[config.mk]
export PLATFORM = sky130hd
export DESIGN_NAME = chained_hash_table_mid_square_flat
export DESIGN_NICKNAME = d
export VERILOG_FILES = /design/src/design/chtms_pkg.sv /design/src/design/chtms_req_if.sv /design/src/design/chtms_rsp_if.sv /design/src/design/chtms_hash.sv /design/src/design/chtms_store.sv /design/src/design/chtms_ctrl.sv /design/src/design/chained_hash_table_mid_square.sv /design/src/flat_wrapper.sv
export SDC_FILE = /design/constraint.sdc
export NUM_CORES = 2
export LEC_CHECK = 0
export ABC_AREA = 1
export BUFFER_PORTS_ARGS = -buffer_cell sky130_fd_sc_hd__buf_2
export CORE_MARGIN = 1.5
export CORE_UTILIZATION = 40
export CTS_CLUSTER_SIZE = 28
export DETAILED_ROUTE_END_ITERATION = 8
export PLACE_DENSITY = 0.6
export SYNTH_ARGS = -nofsm -noshare
export SYNTH_HDL_FRONTEND = slang
export SYNTH_SLANG_ARGS = --single-unit
export TNS_END_PERCENT = 5
[constraint.sdc]
create_clock -name clk -period 7.9 [get_ports clk]
set_input_delay 0.395 -clock clk [delete_from_list [all_inputs] [get_ports clk]]
set_output_delay 0.395 -clock clk [all_outputs]
set_load 0.05 [all_outputs]
[src/design/chtms_pkg.sv]
// ----------------------------------------------------------------------------
// chtms_pkg: shared types and constants of the chained hash table
// Sizes, node word layout, request codes and the reciprocal constants of the
// mid-square hash.
// ----------------------------------------------------------------------------
package chtms_pkg;

	localparam int BUCKETS    = 10;
	localparam int POOL_NODES = 64;

	localparam int KEY_W    = 16;
	localparam int LINK_W   = 7;
	localparam int STATUS_W = 2;
	localparam int BUCKET_W = 4;
	localparam int BKT_W    = (BUCKETS > 1) ? $clog2(BUCKETS) : 1;
	localparam int NODE_W   = (POOL_NODES > 1) ? $clog2(POOL_NODES) : 1;
	localparam int STEP_W   = $clog2(POOL_NODES + 1);

	localparam logic [LINK_W-1:0] NIL_LINK = LINK_W'(127);

	// x / 100 as a multiply by a rounded-up reciprocal, exact for x < 2^17
	localparam int DIV100_SHIFT = 24;
	localparam int DIV100_MUL   = (1 << DIV100_SHIFT) / 100 + 1;

	// x / BUCKETS for x < 100
	localparam int BKT_SHIFT = 16;
	localparam int BKT_MUL   = (1 << BKT_SHIFT) / BUCKETS + 1;

	typedef enum logic {
		OP_INSERT = 1'b0,
		OP_DELETE = 1'b1
	} op_t;

	typedef enum logic [STATUS_W-1:0] {
		STAT_DONE = 2'd0,
		STAT_MISS = 2'd1,
		STAT_FULL = 2'd2
	} status_t;

	typedef enum logic [2:0] {
		S_IDLE,
		S_HASH,
		S_HEAD,
		S_WALK,
		S_RET,
		S_FIN
	} state_t;

	typedef struct packed {
		logic [KEY_W-1:0]  key;
		logic [LINK_W-1:0] link;
	} node_t;

	typedef struct packed {
		logic              head_re;
		logic [BKT_W-1:0]  head_raddr;
		logic              head_we;
		logic [BKT_W-1:0]  head_waddr;
		logic [LINK_W-1:0] head_wdata;
		logic              node_re;
		logic [NODE_W-1:0] node_raddr;
		logic              node_we;
		logic [NODE_W-1:0] node_waddr;
		node_t             node_wdata;
	} mem_req_t;

	typedef struct packed {
		logic             valid;
		status_t          status;
		logic [BKT_W-1:0] bucket;
	} res_t;

	function automatic logic [10:0] div100(input logic [16:0] x);
		logic [34:0] p;
		p = 35'(x) * 35'(DIV100_MUL);
		return 11'(p >> DIV100_SHIFT);
	endfunction

	function automatic logic is_node(input logic [LINK_W-1:0] l);
		return l < LINK_W'(POOL_NODES);
	endfunction

	function automatic logic [LINK_W-1:0] rst_link(input logic [NODE_W-1:0] idx);
		logic [LINK_W-1:0] nxt;
		nxt = LINK_W'(idx) + LINK_W'(1);
		return (nxt < LINK_W'(POOL_NODES)) ? nxt : NIL_LINK;
	endfunction

endpackage

[src/design/chtms_req_if.sv]
// ----------------------------------------------------------------------------
// chtms_req_if: request channel
// Valid/ready channel carrying one insert or delete request.
// ----------------------------------------------------------------------------
interface chtms_req_if;
	import chtms_pkg::*;

	logic             valid;
	logic             ready;
	logic             op;
	logic [KEY_W-1:0] key;

	modport source (output valid, output op, output key, input ready);
	modport sink (input valid, input op, input key, output ready);
endinterface

[src/design/chtms_rsp_if.sv]
// ----------------------------------------------------------------------------
// chtms_rsp_if: response channel
// Valid/ready channel carrying the status and bucket of one request.
// ----------------------------------------------------------------------------
interface chtms_rsp_if;
	import chtms_pkg::*;

	logic                valid;
	logic                ready;
	logic [STATUS_W-1:0] status;
	logic [BUCKET_W-1:0] bucket;

	modport source (output valid, output status, output bucket, input ready);
	modport sink (input valid, input status, input bucket, output ready);
endinterface

[src/design/chtms_hash.sv]
// ----------------------------------------------------------------------------
// chtms_hash: mid-square hash pipeline
// With key = 100a + b the middle digits of key^2 are (2ab + b^2/100) mod 100;
// nine stages, the last two reducing modulo the bucket count.
// ----------------------------------------------------------------------------
module chtms_hash (
	input  logic                       clk,
	input  logic                       arst_n,
	input  logic                       start,
	input  logic [chtms_pkg::KEY_W-1:0] key,
	output logic                       done,
	output logic [chtms_pkg::BKT_W-1:0] bucket
);
	import chtms_pkg::*;

	logic v_s1, v_s2, v_s3, v_s4, v_s5, v_s6, v_s7, v_s8, v_s9;

	logic [KEY_W-1:0] key_s1, key_s2;
	logic [9:0]       a_s2, a_s3;
	logic [6:0]       b_s3;
	logic [16:0]      p_s4;
	logic [13:0]      bsq_s4;
	logic [16:0]      t_s5, t_s6;
	logic [10:0]      tq_s6;
	logic [6:0]       mid_s7, mid_s8;
	logic [6:0]       mq_s8;
	logic [BKT_W-1:0] bucket_s9;
	logic [23:0]      mq_prod;

	always_ff @(posedge clk or negedge arst_n) begin
		if (!arst_n) begin
			v_s1 <= 1'b0;
			v_s2 <= 1'b0;
			v_s3 <= 1'b0;
			v_s4 <= 1'b0;
			v_s5 <= 1'b0;
			v_s6 <= 1'b0;
			v_s7 <= 1'b0;
			v_s8 <= 1'b0;
			v_s9 <= 1'b0;
		end else begin
			v_s1 <= start;
			v_s2 <= v_s1;
			v_s3 <= v_s2;
			v_s4 <= v_s3;
			v_s5 <= v_s4;
			v_s6 <= v_s5;
			v_s7 <= v_s6;
			v_s8 <= v_s7;
			v_s9 <= v_s8;
		end
	end

	assign mq_prod = 24'(mid_s7) * 24'(BKT_MUL);

	always_ff @(posedge clk) begin
		key_s1    <= key;
		key_s2    <= key_s1;
		a_s2      <= 10'(div100(17'(key_s1)));
		a_s3      <= a_s2;
		b_s3      <= 7'(key_s2 - 16'(16'(a_s2) * 16'd100));
		p_s4      <= 17'(17'({a_s3, 1'b0}) * 17'(b_s3));
		bsq_s4    <= 14'(14'(b_s3) * 14'(b_s3));
		t_s5      <= p_s4 + 17'(div100(17'(bsq_s4)));
		t_s6      <= t_s5;
		tq_s6     <= div100(t_s5);
		mid_s7    <= 7'(t_s6 - 17'(17'(tq_s6) * 17'd100));
		mid_s8    <= mid_s7;
		mq_s8     <= 7'(mq_prod >> BKT_SHIFT);
		bucket_s9 <= BKT_W'(16'(mid_s8) - 16'(16'(mq_s8) * 16'(BUCKETS)));
	end

	assign done   = v_s9;
	assign bucket = bucket_s9;

endmodule

[src/design/chtms_store.sv]
// ----------------------------------------------------------------------------
// chtms_store: bucket head and node memories
// Two synchronous memories with one registered read port each; per-entry
// valid bits make never-written entries read as their reset contents.
// ----------------------------------------------------------------------------
module chtms_store (
	input  logic                         clk,
	input  logic                         arst_n,
	input  chtms_pkg::mem_req_t          mreq,
	output logic [chtms_pkg::LINK_W-1:0] head_rdata,
	output chtms_pkg::node_t             node_rdata
);
	import chtms_pkg::*;

	logic [LINK_W-1:0] head_mem [BUCKETS];
	node_t             node_mem [POOL_NODES];

	logic [BUCKETS-1:0]    head_vld_q;
	logic [POOL_NODES-1:0] node_vld_q;

	logic [LINK_W-1:0] head_q;
	logic              head_hit_q;
	node_t             node_q;
	logic              node_hit_q;
	logic [NODE_W-1:0] node_addr_q;

	always_ff @(posedge clk) begin
		if (mreq.head_we) begin
			head_mem[mreq.head_waddr] <= mreq.head_wdata;
		end
		if (mreq.head_re) begin
			head_q <= head_mem[mreq.head_raddr];
		end
		if (mreq.node_we) begin
			node_mem[mreq.node_waddr] <= mreq.node_wdata;
		end
		if (mreq.node_re) begin
			node_q      <= node_mem[mreq.node_raddr];
			node_addr_q <= mreq.node_raddr;
		end
	end

	always_ff @(posedge clk or negedge arst_n) begin
		if (!arst_n) begin
			head_vld_q <= '0;
			node_vld_q <= '0;
			head_hit_q <= 1'b0;
			node_hit_q <= 1'b0;
		end else begin
			if (mreq.head_we) begin
				head_vld_q[mreq.head_waddr] <= 1'b1;
			end
			if (mreq.node_we) begin
				node_vld_q[mreq.node_waddr] <= 1'b1;
			end
			if (mreq.head_re) begin
				head_hit_q <= head_vld_q[mreq.head_raddr];
			end
			if (mreq.node_re) begin
				node_hit_q <= node_vld_q[mreq.node_raddr];
			end
		end
	end

	assign head_rdata = head_hit_q ? head_q : NIL_LINK;

	always_comb begin
		if (node_hit_q) begin
			node_rdata = node_q;
		end else begin
			node_rdata.key  = '0;
			node_rdata.link = rst_link(node_addr_q);
		end
	end

endmodule

[src/design/chtms_ctrl.sv]
// ----------------------------------------------------------------------------
// chtms_ctrl: request sequencer
// Waits for the hash, reads the bucket head, then pushes a node on insert or
// walks the chain one node per cycle and unlinks the match on delete.
// ----------------------------------------------------------------------------
module chtms_ctrl (
	input  logic                         clk,
	input  logic                         arst_n,
	input  logic                         req_valid,
	input  chtms_pkg::op_t               req_op,
	input  logic [chtms_pkg::KEY_W-1:0]  req_key,
	output logic                         req_ready,
	output logic                         hash_start,
	input  logic                         hash_done,
	input  logic [chtms_pkg::BKT_W-1:0]  hash_bucket,
	output chtms_pkg::mem_req_t          mreq,
	input  logic [chtms_pkg::LINK_W-1:0] head_rdata,
	input  chtms_pkg::node_t             node_rdata,
	output chtms_pkg::res_t              res,
	input  logic                         res_ready
);
	import chtms_pkg::*;

	state_t state_q, state_d;

	op_t               op_q;
	logic [KEY_W-1:0]  key_q;
	logic [BKT_W-1:0]  bucket_q;
	logic [LINK_W-1:0] free_q;
	logic [LINK_W-1:0] cur_q;
	logic [LINK_W-1:0] prev_q;
	logic [KEY_W-1:0]  prev_key_q;
	logic [KEY_W-1:0]  cur_key_q;
	logic [STEP_W-1:0] steps_q;
	status_t           status_q;

	logic              hit;
	logic [STEP_W-1:0] next_steps;
	logic              go_on;

	assign hit        = (node_rdata.key == key_q);
	assign next_steps = steps_q + STEP_W'(1);
	assign go_on      = is_node(node_rdata.link) && (next_steps < STEP_W'(POOL_NODES));

	// next state
	always_comb begin
		state_d = state_q;
		unique case (state_q)
			S_IDLE: begin
				if (req_valid) begin
					state_d = S_HASH;
				end
			end
			S_HASH: begin
				if (hash_done) begin
					state_d = S_HEAD;
				end
			end
			S_HEAD: begin
				if (op_q == OP_DELETE && is_node(head_rdata)) begin
					state_d = S_WALK;
				end else begin
					state_d = S_FIN;
				end
			end
			S_WALK: begin
				priority if (hit) begin
					state_d = S_RET;
				end else if (go_on) begin
					state_d = S_WALK;
				end else begin
					state_d = S_FIN;
				end
			end
			S_RET: begin
				state_d = S_FIN;
			end
			S_FIN: begin
				if (res_ready) begin
					state_d = S_IDLE;
				end
			end
			default: begin
				state_d = S_IDLE;
			end
		endcase
	end

	// outputs
	always_comb begin
		req_ready  = 1'b0;
		hash_start = 1'b0;
		mreq       = '0;
		res.valid  = 1'b0;
		res.status = status_q;
		res.bucket = bucket_q;
		unique case (state_q)
			S_IDLE: begin
				req_ready  = 1'b1;
				hash_start = req_valid;
			end
			S_HASH: begin
				if (hash_done) begin
					mreq.head_re    = 1'b1;
					mreq.head_raddr = hash_bucket;
					mreq.node_re    = is_node(free_q);
					mreq.node_raddr = NODE_W'(free_q);
				end
			end
			S_HEAD: begin
				if (op_q == OP_INSERT) begin
					if (is_node(free_q)) begin
						mreq.node_we         = 1'b1;
						mreq.node_waddr      = NODE_W'(free_q);
						mreq.node_wdata.key  = key_q;
						mreq.node_wdata.link = head_rdata;
						mreq.head_we         = 1'b1;
						mreq.head_waddr      = bucket_q;
						mreq.head_wdata      = free_q;
					end
				end else if (is_node(head_rdata)) begin
					mreq.node_re    = 1'b1;
					mreq.node_raddr = NODE_W'(head_rdata);
				end
			end
			S_WALK: begin
				priority if (hit) begin
					if (is_node(prev_q)) begin
						mreq.node_we         = 1'b1;
						mreq.node_waddr      = NODE_W'(prev_q);
						mreq.node_wdata.key  = prev_key_q;
						mreq.node_wdata.link = node_rdata.link;
					end else begin
						mreq.head_we    = 1'b1;
						mreq.head_waddr = bucket_q;
						mreq.head_wdata = node_rdata.link;
					end
				end else if (go_on) begin
					mreq.node_re    = 1'b1;
					mreq.node_raddr = NODE_W'(node_rdata.link);
				end
			end
			S_RET: begin
				mreq.node_we         = 1'b1;
				mreq.node_waddr      = NODE_W'(cur_q);
				mreq.node_wdata.key  = cur_key_q;
				mreq.node_wdata.link = free_q;
			end
			S_FIN: begin
				res.valid = 1'b1;
			end
			default: begin
			end
		endcase
	end

	always_ff @(posedge clk or negedge arst_n) begin
		if (!arst_n) begin
			state_q <= S_IDLE;
			free_q  <= '0;
		end else begin
			state_q <= state_d;
			if (state_q == S_HEAD && op_q == OP_INSERT && is_node(free_q)) begin
				free_q <= node_rdata.link;
			end
			if (state_q == S_RET) begin
				free_q <= cur_q;
			end
		end
	end

	always_ff @(posedge clk) begin
		unique case (state_q)
			S_IDLE: begin
				if (req_valid) begin
					op_q  <= req_op;
					key_q <= req_key;
				end
			end
			S_HASH: begin
				if (hash_done) begin
					bucket_q <= hash_bucket;
				end
			end
			S_HEAD: begin
				if (op_q == OP_INSERT) begin
					status_q <= is_node(free_q) ? STAT_DONE : STAT_FULL;
				end else begin
					status_q <= is_node(head_rdata) ? STAT_DONE : STAT_MISS;
				end
				cur_q   <= head_rdata;
				prev_q  <= NIL_LINK;
				steps_q <= '0;
			end
			S_WALK: begin
				if (hit) begin
					cur_key_q <= node_rdata.key;
				end else begin
					prev_q     <= cur_q;
					prev_key_q <= node_rdata.key;
					cur_q      <= node_rdata.link;
					steps_q    <= next_steps;
					if (!go_on) begin
						status_q <= STAT_MISS;
					end
				end
			end
			default: begin
			end
		endcase
	end

endmodule

[src/design/chained_hash_table_mid_square.sv]
// ----------------------------------------------------------------------------
// chained_hash_table_mid_square: hash table with separate chaining
// Inserts and deletes 16-bit keys; buckets from the mid-square hash, nodes
// from a bounded free pool, one response per request.
//
//   port   dir   fields          meaning
//   req    in    op, key         insert or delete one key
//   rsp    out   status, bucket  outcome and bucket of the request
//
// Each request runs the nine-stage hash pipeline and reads the bucket head;
// an insert then pushes a node, and a delete walks the chain one node per
// cycle through the node memory and frees the node that holds the key.
// One request is in flight at a time; the next one is accepted while a
// response still waits in the output register. Reset empties every bucket
// and chains all nodes into the free pool at once.
// ----------------------------------------------------------------------------
module chained_hash_table_mid_square (
	input logic        clk,
	input logic        arst_n,
	chtms_req_if.sink  req,
	chtms_rsp_if.source rsp
);
	import chtms_pkg::*;

	logic              hash_start;
	logic              hash_done;
	logic [BKT_W-1:0]  hash_bucket;
	mem_req_t          mreq;
	logic [LINK_W-1:0] head_rdata;
	node_t             node_rdata;
	res_t              res;
	logic              res_ready;

	logic              rsp_vld_q;
	status_t           rsp_status_q;
	logic [BKT_W-1:0]  rsp_bucket_q;

	chtms_hash u_hash (
		.clk    (clk),
		.arst_n (arst_n),
		.start  (hash_start),
		.key    (req.key),
		.done   (hash_done),
		.bucket (hash_bucket)
	);

	chtms_store u_store (
		.clk        (clk),
		.arst_n     (arst_n),
		.mreq       (mreq),
		.head_rdata (head_rdata),
		.node_rdata (node_rdata)
	);

	chtms_ctrl u_ctrl (
		.clk         (clk),
		.arst_n      (arst_n),
		.req_valid   (req.valid),
		.req_op      (op_t'(req.op)),
		.req_key     (req.key),
		.req_ready   (req.ready),
		.hash_start  (hash_start),
		.hash_done   (hash_done),
		.hash_bucket (hash_bucket),
		.mreq        (mreq),
		.head_rdata  (head_rdata),
		.node_rdata  (node_rdata),
		.res         (res),
		.res_ready   (res_ready)
	);

	assign res_ready = !rsp_vld_q || rsp.ready;

	always_ff @(posedge clk or negedge arst_n) begin
		if (!arst_n) begin
			rsp_vld_q <= 1'b0;
		end else if (res_ready) begin
			rsp_vld_q <= res.valid;
		end
	end

	always_ff @(posedge clk) begin
		if (res.valid && res_ready) begin
			rsp_status_q <= res.status;
			rsp_bucket_q <= res.bucket;
		end
	end

	assign rsp.valid  = rsp_vld_q;
	assign rsp.status = STATUS_W'(rsp_status_q);
	assign rsp.bucket = BUCKET_W'(rsp_bucket_q);

	a_node_port_apart: assert property (@(posedge clk) disable iff (!arst_n)
		mreq.node_we && mreq.node_re |-> mreq.node_waddr != mreq.node_raddr)
		else $error("node memory read and write collide");

	a_head_port_apart: assert property (@(posedge clk) disable iff (!arst_n)
		mreq.head_we && mreq.head_re |-> mreq.head_waddr != mreq.head_raddr)
		else $error("bucket head memory read and write collide");

	a_accept_when_free: assert property (@(posedge clk) disable iff (!arst_n)
		req.valid && req.ready |-> !res.valid && !mreq.node_we && !mreq.head_we)
		else $error("request accepted while previous one still active");

	a_result_loaded: assert property (@(posedge clk) disable iff (!arst_n)
		res.valid && res_ready |=> rsp_vld_q && $past(res.status) == rsp_status_q)
		else $error("finished result not loaded into output register");

endmodule

[src/flat_wrapper.sv]
// flat-port wrapper written by rule: the top's interface ports become plain ports
module chained_hash_table_mid_square_flat import chtms_pkg::*;
  (clk, arst_n, req_valid, req_op, req_key, req_ready, rsp_valid, rsp_status, rsp_bucket, rsp_ready);
  chtms_req_if req_i ();
  chtms_rsp_if rsp_i ();
  input logic clk;
  input logic arst_n;
  input wire logic [$bits(req_i.valid)-1:0] req_valid;
  input wire logic [$bits(req_i.op)-1:0] req_op;
  input wire logic [$bits(req_i.key)-1:0] req_key;
  output wire logic [$bits(req_i.ready)-1:0] req_ready;
  output wire logic [$bits(rsp_i.valid)-1:0] rsp_valid;
  output wire logic [$bits(rsp_i.status)-1:0] rsp_status;
  output wire logic [$bits(rsp_i.bucket)-1:0] rsp_bucket;
  input wire logic [$bits(rsp_i.ready)-1:0] rsp_ready;
  assign req_i.valid = req_valid;
  assign req_i.op = req_op;
  assign req_i.key = req_key;
  assign req_ready = req_i.ready;
  assign rsp_valid = rsp_i.valid;
  assign rsp_status = rsp_i.status;
  assign rsp_bucket = rsp_i.bucket;
  assign rsp_i.ready = rsp_ready;
  chained_hash_table_mid_square u_core (.clk(clk), .arst_n(arst_n), .req(req_i), .rsp(rsp_i));
endmodule
Yosys cells after proc, flatten, opt, wreduce, memory -nomap -nowiden --
Memories as Yosys holds them, arrays and structs flattened. A register that Yosys moved wholly into a read port is not among the register bits. Index checks and enable logic that the tools add are counted.
Word-level totals: flip-flop bits (word level) 318, RAM bits 1542, bits of input ports 21, word-level logic and storage cells 162, memories kept 2
Memories:
- u_core.u_store.node_mem | depth 64, width 23, read ports 1, clocked after memory_dff 1, wr ports 1, line chtms_store.sv:16 | node_t node_mem [POOL_NODES];
- u_core.u_store.head_mem | depth 10, width 7, read ports 1, clocked after memory_dff 1, wr ports 1, line chtms_store.sv:15 | logic [LINK_W-1:0] head_mem [BUCKETS];
Cells by class: add/subtract/negate cells 6, $mul 9, order comparisons 12, equal/unequal tests 11, mux-type cells 57, bitwise logic cells 4, reduce and logical (&&, ||, !) cells 19
Operators with widths (count):
- 2-to-1 mux 30 bit | 4
- case mux 30 bit (3 select lines) | 1
- 2-to-1 mux 7 bit | 12
- bitwise OR 64 bit | 1
- 2-to-1 mux 12 bit | 4
- less-than comparator 7 bit (second input constant) | 6
- case mux 7 bit (2 select lines) | 3
- multiplier 17 x 18 -> 35 bit (second input constant) | 1
- multiplier 16 x 18 -> 34 bit (second input constant) | 1
- multiplier 14 x 18 -> 32 bit (second input constant) | 1
- case mux 12 bit (2 select lines) | 1
- 2-to-1 mux 23 bit | 1
- case mux 7 bit (3 select lines) | 1
- multiplier 7 x 12 -> 19 bit (second input constant) | 1
- 2-to-1 mux 3 bit | 6
- case mux 3 bit (6 select lines) | 1
- adder 17 x 8 -> 17 bit | 1
- == test 16 bit | 1
- multiplier 10 x 7 -> 16 bit | 1
- less-than comparator 6 x 7 -> 1 bit (second input constant) | 2
- multiplier 7 x 7 -> 14 bit | 1
- subtractor 7 bit | 2
- 2-to-1 mux 1 bit | 12
- multiplier 11 x 5 -> 5 bit (second input constant) | 1
- 29 further kinds | 52

Logic depth before layout (Yosys ltp) --
depth in word-level cells 12, depth in mapped cells 29

By module --
A second synthesis with hierarchy kept.
Unflattened totals: cell total of the unflattened synthesis 8497, area, all modules 94032.7 um2
Modules (own cells, without submodules):
- chtms_store | instances 1, cells an instance 5290, area an instance 65954.5 um2, sequential area each 49287.3 um2
- chtms_hash | instances 1, cells an instance 2709, area an instance 23456.2 um2, sequential area each 2747.6 um2
- chtms_ctrl | instances 1, cells an instance 486, area an instance 4396.7 um2, sequential area each 2532.4 um2
- chained_hash_table_mid_square | instances 1, cells an instance 12, area an instance 225.2 um2, sequential area each 205.2 um2

Worst setup path after synthesis --
OpenSTA, ideal clock, no wires.
path kind register to register, start point register u_core.u_hash.bsq_s4[6], end point register u_core.u_hash.t_s5[16], arrival time 5962 ps, data required time 7782 ps, slack 1820 ps, stages on the path, launching flop included 26, buffers on the path 0, clock period less this slack 6080 ps, cells stage by stage dfxtp_1 -> fa_1 -> fa_1 -> fa_1 -> fa_1 -> fa_1 -> fa_1 -> ha_1 -> nand2_1 -> nor2_1 -> inv_1 -> nor3_1 -> nand2_1 -> o211ai_1 -> xnor2_1 -> inv_1 -> ha_1 -> nand3_1 -> nand2_1 -> a21o_1 -> a21oi_1 -> o21ai_0 -> nand3_1 -> nor2_1 -> nand3b_1 -> xnor2_1
On the way: cells in the longest elaborated chain, start to end 2
Ends and longest elaborated chain:
- start, declared | line chtms_hash.sv:22 | logic [13:0] bsq_s4;
- start signal, assigned | line chtms_hash.sv:63 | bsq_s4 <= 14'(14'(b_s3) * 14'(b_s3));
- multiplier 14 x 18 -> 32 bit | line chtms_pkg.sv:75 | p = 35'(x) * 35'(DIV100_MUL);
- adder 17 x 8 -> 17 bit | line chtms_hash.sv:64 | t_s5 <= p_s4 + 17'(div100(17'(bsq_s4)));
- end signal, assigned | line chtms_hash.sv:64
- end, declared | line chtms_hash.sv:23 | logic [16:0] t_s5, t_s6;
No other way between the ends. A chain may end at the register's enable or synchronous reset.

Worst setup path in the final report --
start point register u_core.u_hash.bsq_s4[8], end point register u_core.u_hash.t_s5[14]
Same word-level chain as after synthesis.

==> summary.md <==
| Metric | Value |
|---|---|
| Detailed-route DRC error count | 0 |
| Placed insts | roughly 11000 |
| Max Clock Freq | between 100 and 150 MHz |
| Num CTS Buffers | 192 |
| Post-synthesis async set-or-reset flop share | 5.101% |
| Slew HR | 24.03% |
| Post-Syn Instances | 7946 |
| Global-route track usage on met2 | 33.53% |
| Nets@finish | roughly 8800 |
| Worst Hold Path EP | u_core.u_hash.key_s1[6]$_DFF_P_ |
| Worst-path clk slew | about 0.07 ns |
| Final Cycle Share | 86.83% |
| Depth of the worst register-to-register path | 29 |
| Grt met3 use | 2.975% |
| Synth Area in Simple Gates | around 7.8% |
| Largest family of logic cells by synthesized area | adder cells |
| XOR/XNOR share of the synthesized area | less than 1% |
| Cell Area, Placed | 96640 µm² |
| Vias in the first global route | ~59000 |
| Cell mode on critical path | inv_1 |
| Final instance area | 103000 µm² |
| Worst R2R End | u_core.u_hash.t_s5[14]$_DFF_P_ |
| Overflow after GRT | 0 |
| Slowest Stage Delay on Critical Path | just under 0.6 ns |
| Top cells by count, synth | edfxtp_1, inv_1, o21ai_0, nor2_1, ha_1 |
| Worst-margin pin slew | 1.128 ns |
| Sequential share of the synthesized area | between 50% and 60% |
| Slew Viols, Final | 0 |
| Cell taking the most area after synthesis | edfxtp_1 |
| Synth top area share | 53.81% |
| Worst setup EP type | register |
| Number of flops mapped to enable cells by yosys | 1660 |
| Synth unique cells | 49 |
| Hold Startpoint | req_key[6] |
| Initial antenna violation count | 8 |
| Drt first pass iters | 5 |
| Data required, critical path | between 8 and 9 ns |
| Initial Util | 40.25% |
| CP top delay family | adder cells |
| Clock Sinks | 1882 |
| Longest Clk Path Bufs | 3 |
| Layout area overhead | 11.17% |
| Synth Register Bits | approximately 1900 |
| Worst Setup Start Kind | register |
| Total Wirelength | approximately 250000 µm |
| DP HPWL | 147900 µm |
| Wire length of the first global-routing pass | 369400 µm |
| Busiest metal layer after global routing | met2 |
| Synth Area in Adders | between 10 and 15% |
| Die area | 234500 µm² |
| Final setup vio count | 0 |
| Mapped Area | 92630 µm² |
| Final Util | 44.75% |
| Crit path time final | 6.860 ns |
| Slowest-stage cell, CP | dfxtp_1 |
| Total number of vias | 59960 |
| Area contributors post-synth | edfxtp_1, fa_1, ha_1, inv_1, o21ai_0 |
| Hold Violations, Final | 0 |
| Worst path bufs/invs | 6 |
| Final ANT Viol Nets | 0 |
| Worst R2R Setup Slack | 1.04 ns |
| Count leader, synth | edfxtp_1 |
| Unrepaired setup endpoints after global routing | false |
| Port Buf Inserts | 28 |
| Non-Filler Instances | about 11000 |
| Avg WL per Cell | 21.98 µm |
| WS Path Type | reg -> reg |
| Skew-Pair Late Insertion Delay | about 0.84 ns |
| YS warnings | 0 |
| Max cap viols | 0 |
| Arrival time worst endpoint | 7.57 ns |
| Peak fanout along the critical path | 5 |
| Layout cells sized above 1 | 7.065% |
| Gr usage total | between 20% and 30% |
| Largest net degree at the start of global routing | around 200 |
| Post-CTS setup buffers | 0 |
| TNS Setup | 0 ns |
| # rows | 176 |
| DRT iter0 DRCs | 5942 |
| Mux contribution to synthesized area | 0% |
| Gpl congestion | 0.8381 |
| GR Layer Usage met1 | 28.70% |
| Total I/O pin count | 29 |
| # H-tree levels | 4 |
| Die width | around 480 µm |
| HP Class | in -> reg |
| Worst Hold Depth | 2 |
| Mean Syn Cell Area | 11.66 µm² |
| Worst Skew | 0.04780 ns |
| CTS root buf | clkbuf_16 |
| Top FF cell, synth | edfxtp_1 |
| Die Y-Extent | 484.2 µm |
| FF-to-FF Start | u_core.u_hash.bsq_s4[8]$_DFF_P_ |
| Core Area | 230100 µm² |
| Synth Area in Compound Gates | 11.41% |
| CTS tree | built |
| Vias per cell | 5.377 |
| Status | completed |
-- placed cells by master (no fill, tap or decap), drive strengths merged, types with 33 or more instances in the layout --
cell    synthesis  layout
a21oi         442     442
buf           187     182
clkbuf        200     257
clkinv          2      79
dfrtp          96      96
dfxtp         126     126
edfxtp       1660    1660
fa            357     357
ha            487     487
inv          1166    1179
nand2         445     445
nand3         484     484
nor2          720     720
o211ai        383     383
o21ai         920     920
xnor2          33      33
xor2           61      61
-- worst max-delay path by stage --
| stage | startpoint | endpoint | slack, ns | depth (start not counted) |
|---|---|---|---|---|
| CTS | u_core.u_hash.bsq_s4[8]$_DFF_P_ | u_core.u_hash.t_s5[14]$_DFF_P_ | 1.02 | 29 |
| global route | u_core.u_hash.bsq_s4[8]$_DFF_P_ | u_core.u_hash.t_s5[14]$_DFF_P_ | 0.43 | 29 |
| finish | u_core.u_hash.bsq_s4[8]$_DFF_P_ | u_core.u_hash.t_s5[14]$_DFF_P_ | 1.04 | 29 |
| floorplan | u_core.u_hash.bsq_s4[6]$_DFF_P_ | u_core.u_hash.t_s5[16]$_DFF_P_ | 1.82 | 25 |
| global placement | u_core.u_hash.bsq_s4[8]$_DFF_P_ | u_core.u_hash.t_s5[14]$_DFF_P_ | 0.99 | 29 |
| detailed placement | u_core.u_hash.bsq_s4[8]$_DFF_P_ | u_core.u_hash.t_s5[14]$_DFF_P_ | 1.07 | 29 |
-- area by class of cell --
type / instances / area (µm²)
Antenna cell: 1 / 2.502
Clock buffer: 257 / 5216
Clock inverter: 103 / 900.9
Fill cell: 20790 / 127100
Inverter: 1168 / 4402
Multi-Input combinational cell: 4510 / 32210
Sequential cell: 1882 / 54770
Tap cell: 3026 / 3786
Timing Repair Buffer: 204 / 1694
-- logic make-up (layout without fill, tap and decap cells) --
kind of cell	Yosys count	in the layout
DFF	1882	1882
xor gates and xnor gates	94	94
and+or+nand+nor	1711	1711
adders and majority gates	844	844
AOI/OAI and AO/OA	1858	1858
buffers and inverters	1555	1732
other	2	4
-- registers in the layout, summed over array words and instances, names as in the netlist, 10 cells and up --
register                   count
u_core.u_store.node_mem     1472
u_core.u_store.head_mem       70
u_core.u_store.node_vld_q     64
u_core.u_store.node_q         23
u_core.u_hash.t_s5            17
u_core.u_ctrl.cur_key_q       16
u_core.u_ctrl.key_q           16
u_core.u_ctrl.prev_key_q      16
u_core.u_hash.key_s1          16
u_core.u_hash.p_s4            16
u_core.u_hash.bsq_s4          13
u_core.u_hash.a_s2            10
u_core.u_hash.a_s3            10
u_core.u_store.head_vld_q     10
-- per-stage QoR --
step                setup slack (ns)  hold slack [ns]
finish                         1.040           0.2704
CTS                            1.022           0.2256
global route                  0.4299           0.2406
global placement              0.9939           0.3109
detailed placement             1.065           0.3121
floorplan                      1.820          0.09941
-- per-layer routing --
| metal | wire (µm) | vias up | part of all wire (%) |
|---|---|---|---|
| met5 | 18 | - | 0.0073 |
| met4 | 6984 | 2 | 2.9 |
| met3 | 15970 | 349 | 6.5 |
| met2 | 115600 | 1951 | 47 |
| met1 | 106500 | 29970 | 43 |
| li1 | - | 27690 | - |
-- repair_timing --
action | CTS | global route
hold endpoints to repair | 60 | 0
resized for setup | 0 | 0
hold buffers | 22 | 0
Power is not shown: default switching activity piles up to over one toggle a cycle in this logic, so the estimate is an artifact.
